$ cat src/design/glc_pkg.sv
// shared types, sizes and command codes of the glauber collision counter
package glc_pkg;

    // table capacity and coordinate width
    localparam int MAX_NUCLEONS = 256;
    localparam int COORD_BITS   = 16;

    localparam int IDX_W = (MAX_NUCLEONS > 1) ? $clog2(MAX_NUCLEONS) : 1;
    localparam int CNT_W = $clog2(MAX_NUCLEONS + 1);

    // field widths of the transactions
    localparam int IN_W     = 16;
    localparam int COLL_W   = 17;
    localparam int PART_W   = 10;
    localparam int RADIUS_W = 34;

    // datapath widths of the pair test
    localparam int MAG_W = COORD_BITS + 1;
    localparam int SQ_W  = 2 * MAG_W;
    localparam int SUM_W = SQ_W + 1;
    localparam int CMP_W = (SUM_W > RADIUS_W) ? SUM_W : RADIUS_W;

    localparam logic [RADIUS_W-1:0] RADIUS_RESET = RADIUS_W'(1001320);

    // command codes
    localparam logic [1:0] CMD_LOAD_A  = 2'd0;
    localparam logic [1:0] CMD_LOAD_B  = 2'd1;
    localparam logic [1:0] CMD_COMPUTE = 2'd2;

    typedef struct packed {
        logic [1:0]             command;
        logic signed [IN_W-1:0] pos_x;
        logic signed [IN_W-1:0] pos_y;
    } item_t;

    typedef struct packed {
        logic [COLL_W-1:0] collision_count;
        logic [PART_W-1:0] participant_count;
        logic              overflow;
    } result_t;

    // one stored nucleon position
    typedef struct packed {
        logic [COORD_BITS-1:0] y;
        logic [COORD_BITS-1:0] x;
    } entry_t;

    localparam int ENTRY_W = $bits(entry_t);

    // bookkeeping that rides along with a pair through the pipeline
    typedef struct packed {
        logic [IDX_W-1:0] j;
        logic             row_first;
    } pair_tag_t;

    typedef struct packed {
        logic      valid;
        logic      hit;
        pair_tag_t tag;
    } pair_res_t;

    // low COORD_BITS bits of the input field
    function automatic logic [COORD_BITS-1:0] to_coord(input logic [IN_W-1:0] raw);
        return COORD_BITS'(raw);
    endfunction

endpackage

$ cat src/design/glc_pair_unit.sv
// three stage pair test: differences, squares, sum and radius compare
module glc_pair_unit (
    input  logic                          clk,
    input  logic                          rst_n,
    input  logic                          in_valid,
    input  glc_pkg::pair_tag_t            in_tag,
    input  glc_pkg::entry_t               entry_a,
    input  glc_pkg::entry_t               entry_b,
    input  logic [glc_pkg::RADIUS_W-1:0]  radius_sq,
    output glc_pkg::pair_res_t            res,
    output logic [glc_pkg::IDX_W-1:0]     early_j,
    output logic                          active
);
    import glc_pkg::*;

    logic signed [COORD_BITS:0] dx, dy;
    logic [MAG_W-1:0]           mag_x_next, mag_y_next;
    logic [SUM_W-1:0]           sum;
    logic                       hit_next;

    logic             s1_valid_reg, s2_valid_reg, s3_valid_reg;
    pair_tag_t        s1_tag_reg, s2_tag_reg, s3_tag_reg;
    logic [MAG_W-1:0] mag_x_reg, mag_y_reg;
    logic [SQ_W-1:0]  sq_x_reg, sq_y_reg;
    logic             hit_reg;

    // sign extended differences and their magnitudes
    always_comb
    begin
        dx = $signed({entry_a.x[COORD_BITS-1], entry_a.x})
           - $signed({entry_b.x[COORD_BITS-1], entry_b.x});
        dy = $signed({entry_a.y[COORD_BITS-1], entry_a.y})
           - $signed({entry_b.y[COORD_BITS-1], entry_b.y});
        mag_x_next = dx[COORD_BITS] ? MAG_W'(-dx) : MAG_W'(dx);
        mag_y_next = dy[COORD_BITS] ? MAG_W'(-dy) : MAG_W'(dy);
        sum      = SUM_W'(sq_x_reg) + SUM_W'(sq_y_reg);
        hit_next = CMP_W'(sum) < CMP_W'(radius_sq);
    end

    always_ff @(posedge clk or negedge rst_n)
    begin
        if (!rst_n)
        begin
            s1_valid_reg <= 1'b0;
            s2_valid_reg <= 1'b0;
            s3_valid_reg <= 1'b0;
        end
        else
        begin
            s1_valid_reg <= in_valid;
            s2_valid_reg <= s1_valid_reg;
            s3_valid_reg <= s2_valid_reg;
        end
    end

    always_ff @(posedge clk)
    begin
        s1_tag_reg <= in_tag;
        mag_x_reg  <= mag_x_next;
        mag_y_reg  <= mag_y_next;
        s2_tag_reg <= s1_tag_reg;
        sq_x_reg   <= mag_x_reg * mag_x_reg;
        sq_y_reg   <= mag_y_reg * mag_y_reg;
        s3_tag_reg <= s2_tag_reg;
        hit_reg    <= hit_next;
    end

    assign res.valid = s3_valid_reg;
    assign res.hit   = hit_reg;
    assign res.tag   = s3_tag_reg;
    // b index of the pair that leaves the pipeline next cycle
    assign early_j   = s2_tag_reg.j;
    assign active    = s1_valid_reg | s2_valid_reg | s3_valid_reg;

endmodule

$ cat config.mk
export PLATFORM = sky130hd
export DESIGN_NAME = glc_pair_unit
export DESIGN_NICKNAME = d
export VERILOG_FILES = /design/src/design/glc_pkg.sv /design/src/design/glc_pair_unit.sv
export SDC_FILE = /design/constraint.sdc
export NUM_CORES = 1
export LEC_CHECK = 0
export BUFFER_PORTS_ARGS = -buffer_cell sky130_fd_sc_hd__buf_2
export CAP_MARGIN = 20
export CORE_MARGIN = 10
export CORE_UTILIZATION = 61
export CTS_CLUSTER_DIAMETER = 80
export DETAILED_ROUTE_END_ITERATION = 8
export HOLD_SLACK_MARGIN = 0.03
export PLACE_DENSITY = 0.8
export SETUP_SLACK_MARGIN = 0.02
export SLEW_MARGIN = 20
export SYNTH_ARGS = -nofsm -noshare
export SYNTH_HDL_FRONTEND = slang
export SYNTH_SLANG_ARGS = --single-unit
$ cat constraint.sdc
create_clock -name clk -period 8.1 [get_ports clk]
set_input_delay 0 -clock clk [delete_from_list [all_inputs] [get_ports clk]]
set_output_delay 0 -clock clk [all_outputs]
set_load 0.05 [all_outputs]
==> metrics.cfg, run 1 <==
[status]
status = finished clean

[clock_tree]
clockBufferDepth = 2
h-tree-depth = 4
cts-buffers-inserted = 17
cts_tree = built
clock_latency_ps = 460
ctsResizeCount = 0
clk_pin_slew_ps = 70
cts_sinks = 131
clock-root-buffer = clkbuf_16

[critical_path]
startpoint_type = flip-flop
cp_top_family = adder cells
r2r_setup_slack_ps = 1000
path_cells = nand2_1 > fa_1 > inv_1 > fa_1 > inv_1 > fa_1 > inv_1 > ha_1 > fa_1 > inv_1 > fa_1 > inv_1 > ha_1 > or4_1 > o211ai_1 > a21oi_1 > o311ai_0 > nand2_1 > o21ai_1 > mux2i_1 > nand4_1
crit_required_ps = 8440
cp_data_arrival_time_ps = 7430
critPathBufInv = 5
critPathMaxStageDelay_ps = 970
reg2reg_to = sq_y_reg[33]
cp_max_fo = 17
r2r_cells = 21
worst_path_max_delay_cell = o311ai_0
critPathKind = reg -> reg
r2r-start = mag_y_reg[7]
end_kind = flip-flop

[route]
drcViolationCount = 0
num_vias = 17489
drtAntennaViolNets = 0
wl_per_cell_um = 15.2
drt-initial-drc-count = 949
routed_wl_mm = 49.3
drt_pass1_iterations = 7
vias_per_cell = 5.38

[global_route]
overflow = 0
grt_pass1_vias = 19075
grt_pass1_wl_mm = 86.0
grt_max_degree = 20
grt.total_usage_pct = 22.0
antenna_found_initial = 1

[min_path]
min_path_cells = 3
min_to = mag_y_reg[1]
hold_class = in -> reg
min-delay-start = entry_a[17]

[logic_synthesis]
ys_async_sr_fraction_pct = 2.29
synth_edf_count = 0
synth-xor-area-share_pct = 5.59
ys_seq_area_share_pct = 11.2
synth_mux_area_share_pct = 0.277
ys_top_cells_by_area = fa_1 33%, ha_1 17%, dfxtp_1 11%
syn_area_um2 = 23500
synth_top_area_cell = fa_1
syn-instance-count = 2617
synth.most_common_cell = inv_1
synthFlopType = dfxtp_1
synth_area_per_cell_um2 = 8.98
synth_top_area_share_pct = 32.5
ys_ff_latch = 131
synth_top_family_by_area = adder cells
synthAdderAreaFrac_pct = 49.7
synthTopCellsByCount = 655 x inv_1, 382 x fa_1, 322 x ha_1, 196 x nand2_1, 128 x dfxtp_1
syn_nets = 3431
synth_simple_gate_area_share_pct = 12.2
yosysWarnings = 0
synth_compound_area_share_pct = 9.52
yosysUniqueCellTypes = 80

[sta]
post-route-period-util_pct = 87.6
setup_tns_ps = 0
grt_setup_unrepaired = false
period_minus_slack_ps = 7100
skew_ps = 14.0
drv_slew = 0
setup_viol = 0
relSlewSlack_pct = 22.3
worst_pin_slew_ps = 1150
clock.fmax_ghz = 0.141
hold_viol = 0

[die]
core-area_um2 = 37800
initial_core_util_pct = 62.1
rows = 71
die_h_um = 216
pin_count = 130
die_x_um = 216
die_area_um2 = 46800

[placed_design]
place.gp.congestion = 0.907
dp_hpwl_mm = 41.7
port_buffers = 129

[layout]
layout-drive-gt1-share_pct = 7.08
num-nets-final = 3540
syn2layout_area_growth_pct = 7.65
diodes = 0

[flow_run]
cap_violations = 0

==> how the worst max path moves through the flow <==
stage                     cells after the start      endpoint     startpoint
final                                        21  sq_y_reg[33]   mag_y_reg[7]
after global routing                         21  sq_y_reg[33]   mag_y_reg[7]
after CTS                                    21  sq_y_reg[33]   mag_y_reg[7]
after detailed placement                     21  sq_y_reg[33]   mag_y_reg[7]
after global placement                       22  sq_x_reg[31]  mag_x_reg[11]
after floorplan                              24  sq_x_reg[31]  mag_x_reg[14]
==> layout by cell type, fill, tap and decap left out, types with 5 or more instances in the layout <==
master         Yosys  layout
inv_1            655     655
fa_1             382     382
ha_1             322     322
nand2_1          196     196
buf_2              2     129
dfxtp_1          128     128
and2_1           115     115
xnor2_1          113     113
nor2_1           101     101
a21oi_1           94      94
o21ai_0           60      60
a21o_1            52      52
xor2_1            37      37
nor2b_1           31      31
nor3_1            29      29
nand3_1           23      23
o21a_1            21      21
nand2b_1          17      17
clkbuf_16          0      17
dlygate4sd3_1      0      17
o21bai_1          14      14
nand4_1           12      12
o211ai_1          12      12
and3_1            11      11
or2_2              9       9
o31ai_1            9       9
o21ai_1            8       8
a31oi_1            7       7
nor4_1             6       6
a211oi_1           6       6
or3_1              6       6
inv_6              0       6
a41oi_1            5       5
==> per-layer routing <==
| metal | vias up | part of all wire (%) | routed length [um] | GRT usage (%) |
|---|---|---|---|---|
| met1 | 8621 | 41 | 20100 | 26.8 |
| met2 | 433 | 51 | 25200 | 38.7 |
| met5 | - | 0 | 0 | 0 |
| met4 | 0 | 2.9 | 1410 | 7.90 |
| li1 | 8330 | - | - | - |
| met3 | 105 | 5.3 | 2600 | 3.40 |
==> cell type report <==
type                       count  area, um^2
clock buffer                  17         425
clock inverter                15         161
fill                        3028       12500
inverter                     655        2460
multi-input combinational   1773       18200
sequential                   131        2640
tap                          511         639
timing repair buffer         148         831
==> cell families after synthesis <==
family                   after synthesis
buffers and inverters                713
AO/OA/AOI/OAI                        335
AND/OR/NAND/NOR                      578
multiplexers                           6
adder cells (fa/ha/maj)              704
flip-flops                           131
XOR/XNOR                             150
==> tightest hold or removal path, delay by kind of cell <==
kind / cells / cell delay, ps
buffers and inverters: 1 / 110
multiplexers: 1 / 160
adder cells (fa/ha/maj): 1 / 200
==> what timing repair did <==
item	in CTS	in global routing
endpoints found under the hold margin	16	0
hold buffers	17	0
buffers inserted	0	0
==> through the flow <==
stage                     instances  setup slack (ps)  area [um^2]  hold WS, ps  utilization (%)
after floorplan                2617              1810        23500         -296                -
after global placement         3201              1450        24600         -206             64.9
after detailed placement       3201              1200        24600         -201             64.9
after CTS                      3250              1180        25300         30.8             66.9
after global routing           3250               792        25300         68.6             66.9
final                          3250              1000        25300         47.5             66.9
Power of run 1 is not shown: default switching activity piles up to over one toggle a cycle in this logic, so the estimate is an artifact.
==> inputs of run 2 (changes only) <==
CTS_BUF_LIST = sky130_fd_sc_hd__clkbuf_4   (was default)
==> metrics.cfg, run 2 (synthesis results as in run 1) <==
[route]
drt_pass1_iterations = 8  ; was 7
drt-initial-drc-count = 1093  ; was 949
num_vias = 17872  ; was 17.5k
drcViolationCount = 0  ; unchanged
wl_per_cell_um = 15.3  ; was 15.2 um
vias_per_cell = 5.38  ; about the same
drtAntennaViolNets = 0  ; unchanged
routed_wl_mm = 50.7  ; was 49.3 mm

[placed_design]
port_buffers = 129  ; unchanged
place.gp.congestion = 0.907  ; unchanged
dp_hpwl_mm = 41.7  ; unchanged

[sta]
grt_setup_unrepaired = false  ; unchanged
worst_pin_slew_ps = 1080  ; was 1150 ps
skew_ps = 41.8  ; was 14.0 ps
setup_tns_ps = 0  ; unchanged
hold_viol = 0  ; unchanged
post-route-period-util_pct = 86.8  ; was 87.6%
drv_slew = 0  ; unchanged
setup_viol = 0  ; unchanged
clock.fmax_ghz = 0.142  ; was 0.141 GHz
relSlewSlack_pct = 27.2  ; was 22.3%
period_minus_slack_ps = 7030  ; was 7100 ps

[critical_path]
end_kind = flip-flop  ; unchanged
cp_max_fo = 17  ; unchanged
critPathMaxStageDelay_ps = 910  ; was 970 ps
cp_top_family = adder cells  ; unchanged
cp_data_arrival_time_ps = 7580  ; was 7430 ps
crit_required_ps = 8650  ; was 8440 ps
r2r-start = mag_y_reg[7]  ; unchanged
startpoint = mag_y_reg[7]  ; unchanged
r2r_setup_slack_ps = 1070  ; was 1000 ps
critPathKind = reg -> reg  ; unchanged
r2r_cells = 21  ; unchanged
startpoint_type = flip-flop  ; unchanged
worst_path_max_delay_cell = o311ai_0  ; unchanged
reg2reg_to = sq_y_reg[33]  ; unchanged
critPathBufInv = 5  ; unchanged
path_cells = nand2_1 > fa_1 > inv_1 > fa_1 > inv_1 > fa_1 > inv_1 > ha_1 > fa_1 > inv_1 > fa_1 > inv_1 > ha_1 > or4_1 > o211ai_1 > a21oi_1 > o311ai_0 > nand2_1 > o21ai_1 > mux2i_1 > nand4_1  ; unchanged

[global_route]
antenna_found_initial = 4  ; was 1
grt_max_degree = 20  ; unchanged
grt_pass1_vias = 19544  ; was 19.1k
overflow = 0  ; unchanged
grt.total_usage_pct = 22.5  ; was 22.0%
grt_pass1_wl_mm = 88.2  ; was 86.0 mm

[min_path]
hold_class = in -> reg  ; unchanged
min_to = mag_x_reg[13]  ; was mag_y_reg[1]
min_path_cells = 5  ; was 3
min-delay-start = entry_a[12]  ; was entry_a[17]

[clock_tree]
holdBufCountCts = 84  ; was 17
cts_setup_buffers = 0  ; unchanged
cts_sinks = 131  ; unchanged
clock-root-buffer = clkbuf_4  ; was clkbuf_16
ctsResizeCount = 0  ; unchanged
clockBufferDepth = 2  ; unchanged
cts-buffers-inserted = 17  ; unchanged
h-tree-depth = 4  ; unchanged
clock_latency_ps = 670  ; was 460 ps
clk_pin_slew_ps = 160  ; was 70 ps
cts_tree = built  ; unchanged

[layout]
final_common_cell = inv_1  ; unchanged
num-nets-final = 3607  ; was 3,540
layout-drive-gt1-share_pct = 6.91  ; was 7.08%
syn2layout_area_growth_pct = 9.27  ; was 7.65%
final_cell_mix = 655 x inv_1, 382 x fa_1, 322 x ha_1  ; unchanged
filler_cell_count = 2975  ; was 3,028
postLayoutCoreUtil_pct = 67.9  ; was 66.9%

[die]
rows = 71  ; unchanged
die_area_um2 = 46800  ; unchanged
core-area_um2 = 37800  ; unchanged
die_h_um = 216  ; unchanged
pin_count = 130  ; unchanged
initial_core_util_pct = 62.1  ; unchanged
die_x_um = 216  ; unchanged

[status]
status = finished clean  ; unchanged

[flow_run]
cap_violations = 0  ; unchanged

## run 2: cell count changes in the layout (fill, tap and decap cells not counted), sizes merged
cell	change
dlygate4sd3	+67
diode	+3
## run 2: layout make-up
| type | instances | area, um^2 | share of cell area [%] |
|---|---|---|---|
| Antenna cell | 3 | 7.51 | 0.0292 |
| Timing Repair Buffer | 215 | 1500 | 5.84 |
| Clock buffer | 17 | 128 | 0.497 |
| Tap cell | 511 | 639 | 2.49 |
| Clock inverter | 15 | 161 | 0.628 |
| Multi-Input combinational cell | 1773 | 18200 | 70.7 |
| Sequential cell | 131 | 2640 | 10.3 |
| Inverter | 655 | 2460 | 9.57 |
## run 2: metal layers
metal,up-vias,GRT usage [%],routed length (um)
met5,-,0,8
met4,2,7.88,1360
met3,104,3.69,2730
met2,466,40.1,26300
met1,8827,27.0,20400
li1,8473,-,-
## run 2: tightest hold or removal path: cells and delay by family
family / cells / cell delay (ps)
fa+ha+maj: 1 / 170
xor+xnor: 1 / 150
buf+inv: 1 / 80
simple gates: 2 / 250
## run 2: how the worst max path moves through the flow
stage               slack [ps]           end  depth (start not counted)
finish                    1070  sq_y_reg[33]                         21
global placement          1450  sq_x_reg[31]                         22
CTS                       1170  sq_y_reg[33]                         22
global route               810  sq_y_reg[33]                         21
floorplan                 1810  sq_x_reg[31]                         24
detailed placement        1200  sq_y_reg[33]                         21
## run 2: metrics by stage
step	instances	area, um^2	hold WS (ps)	worst slack (ps)
6_report	3320	25700	58.8	1070
5_1_grt	3320	25700	81.5	807
4_1_cts	3317	25700	30.1	1170
3_5_place_dp	3201	24600	-201	1200
3_3_place_gp	3201	24600	-206	1450
2_1_floorplan	2617	23500	-296	1810
Power of run 2 is left out for the same reason.
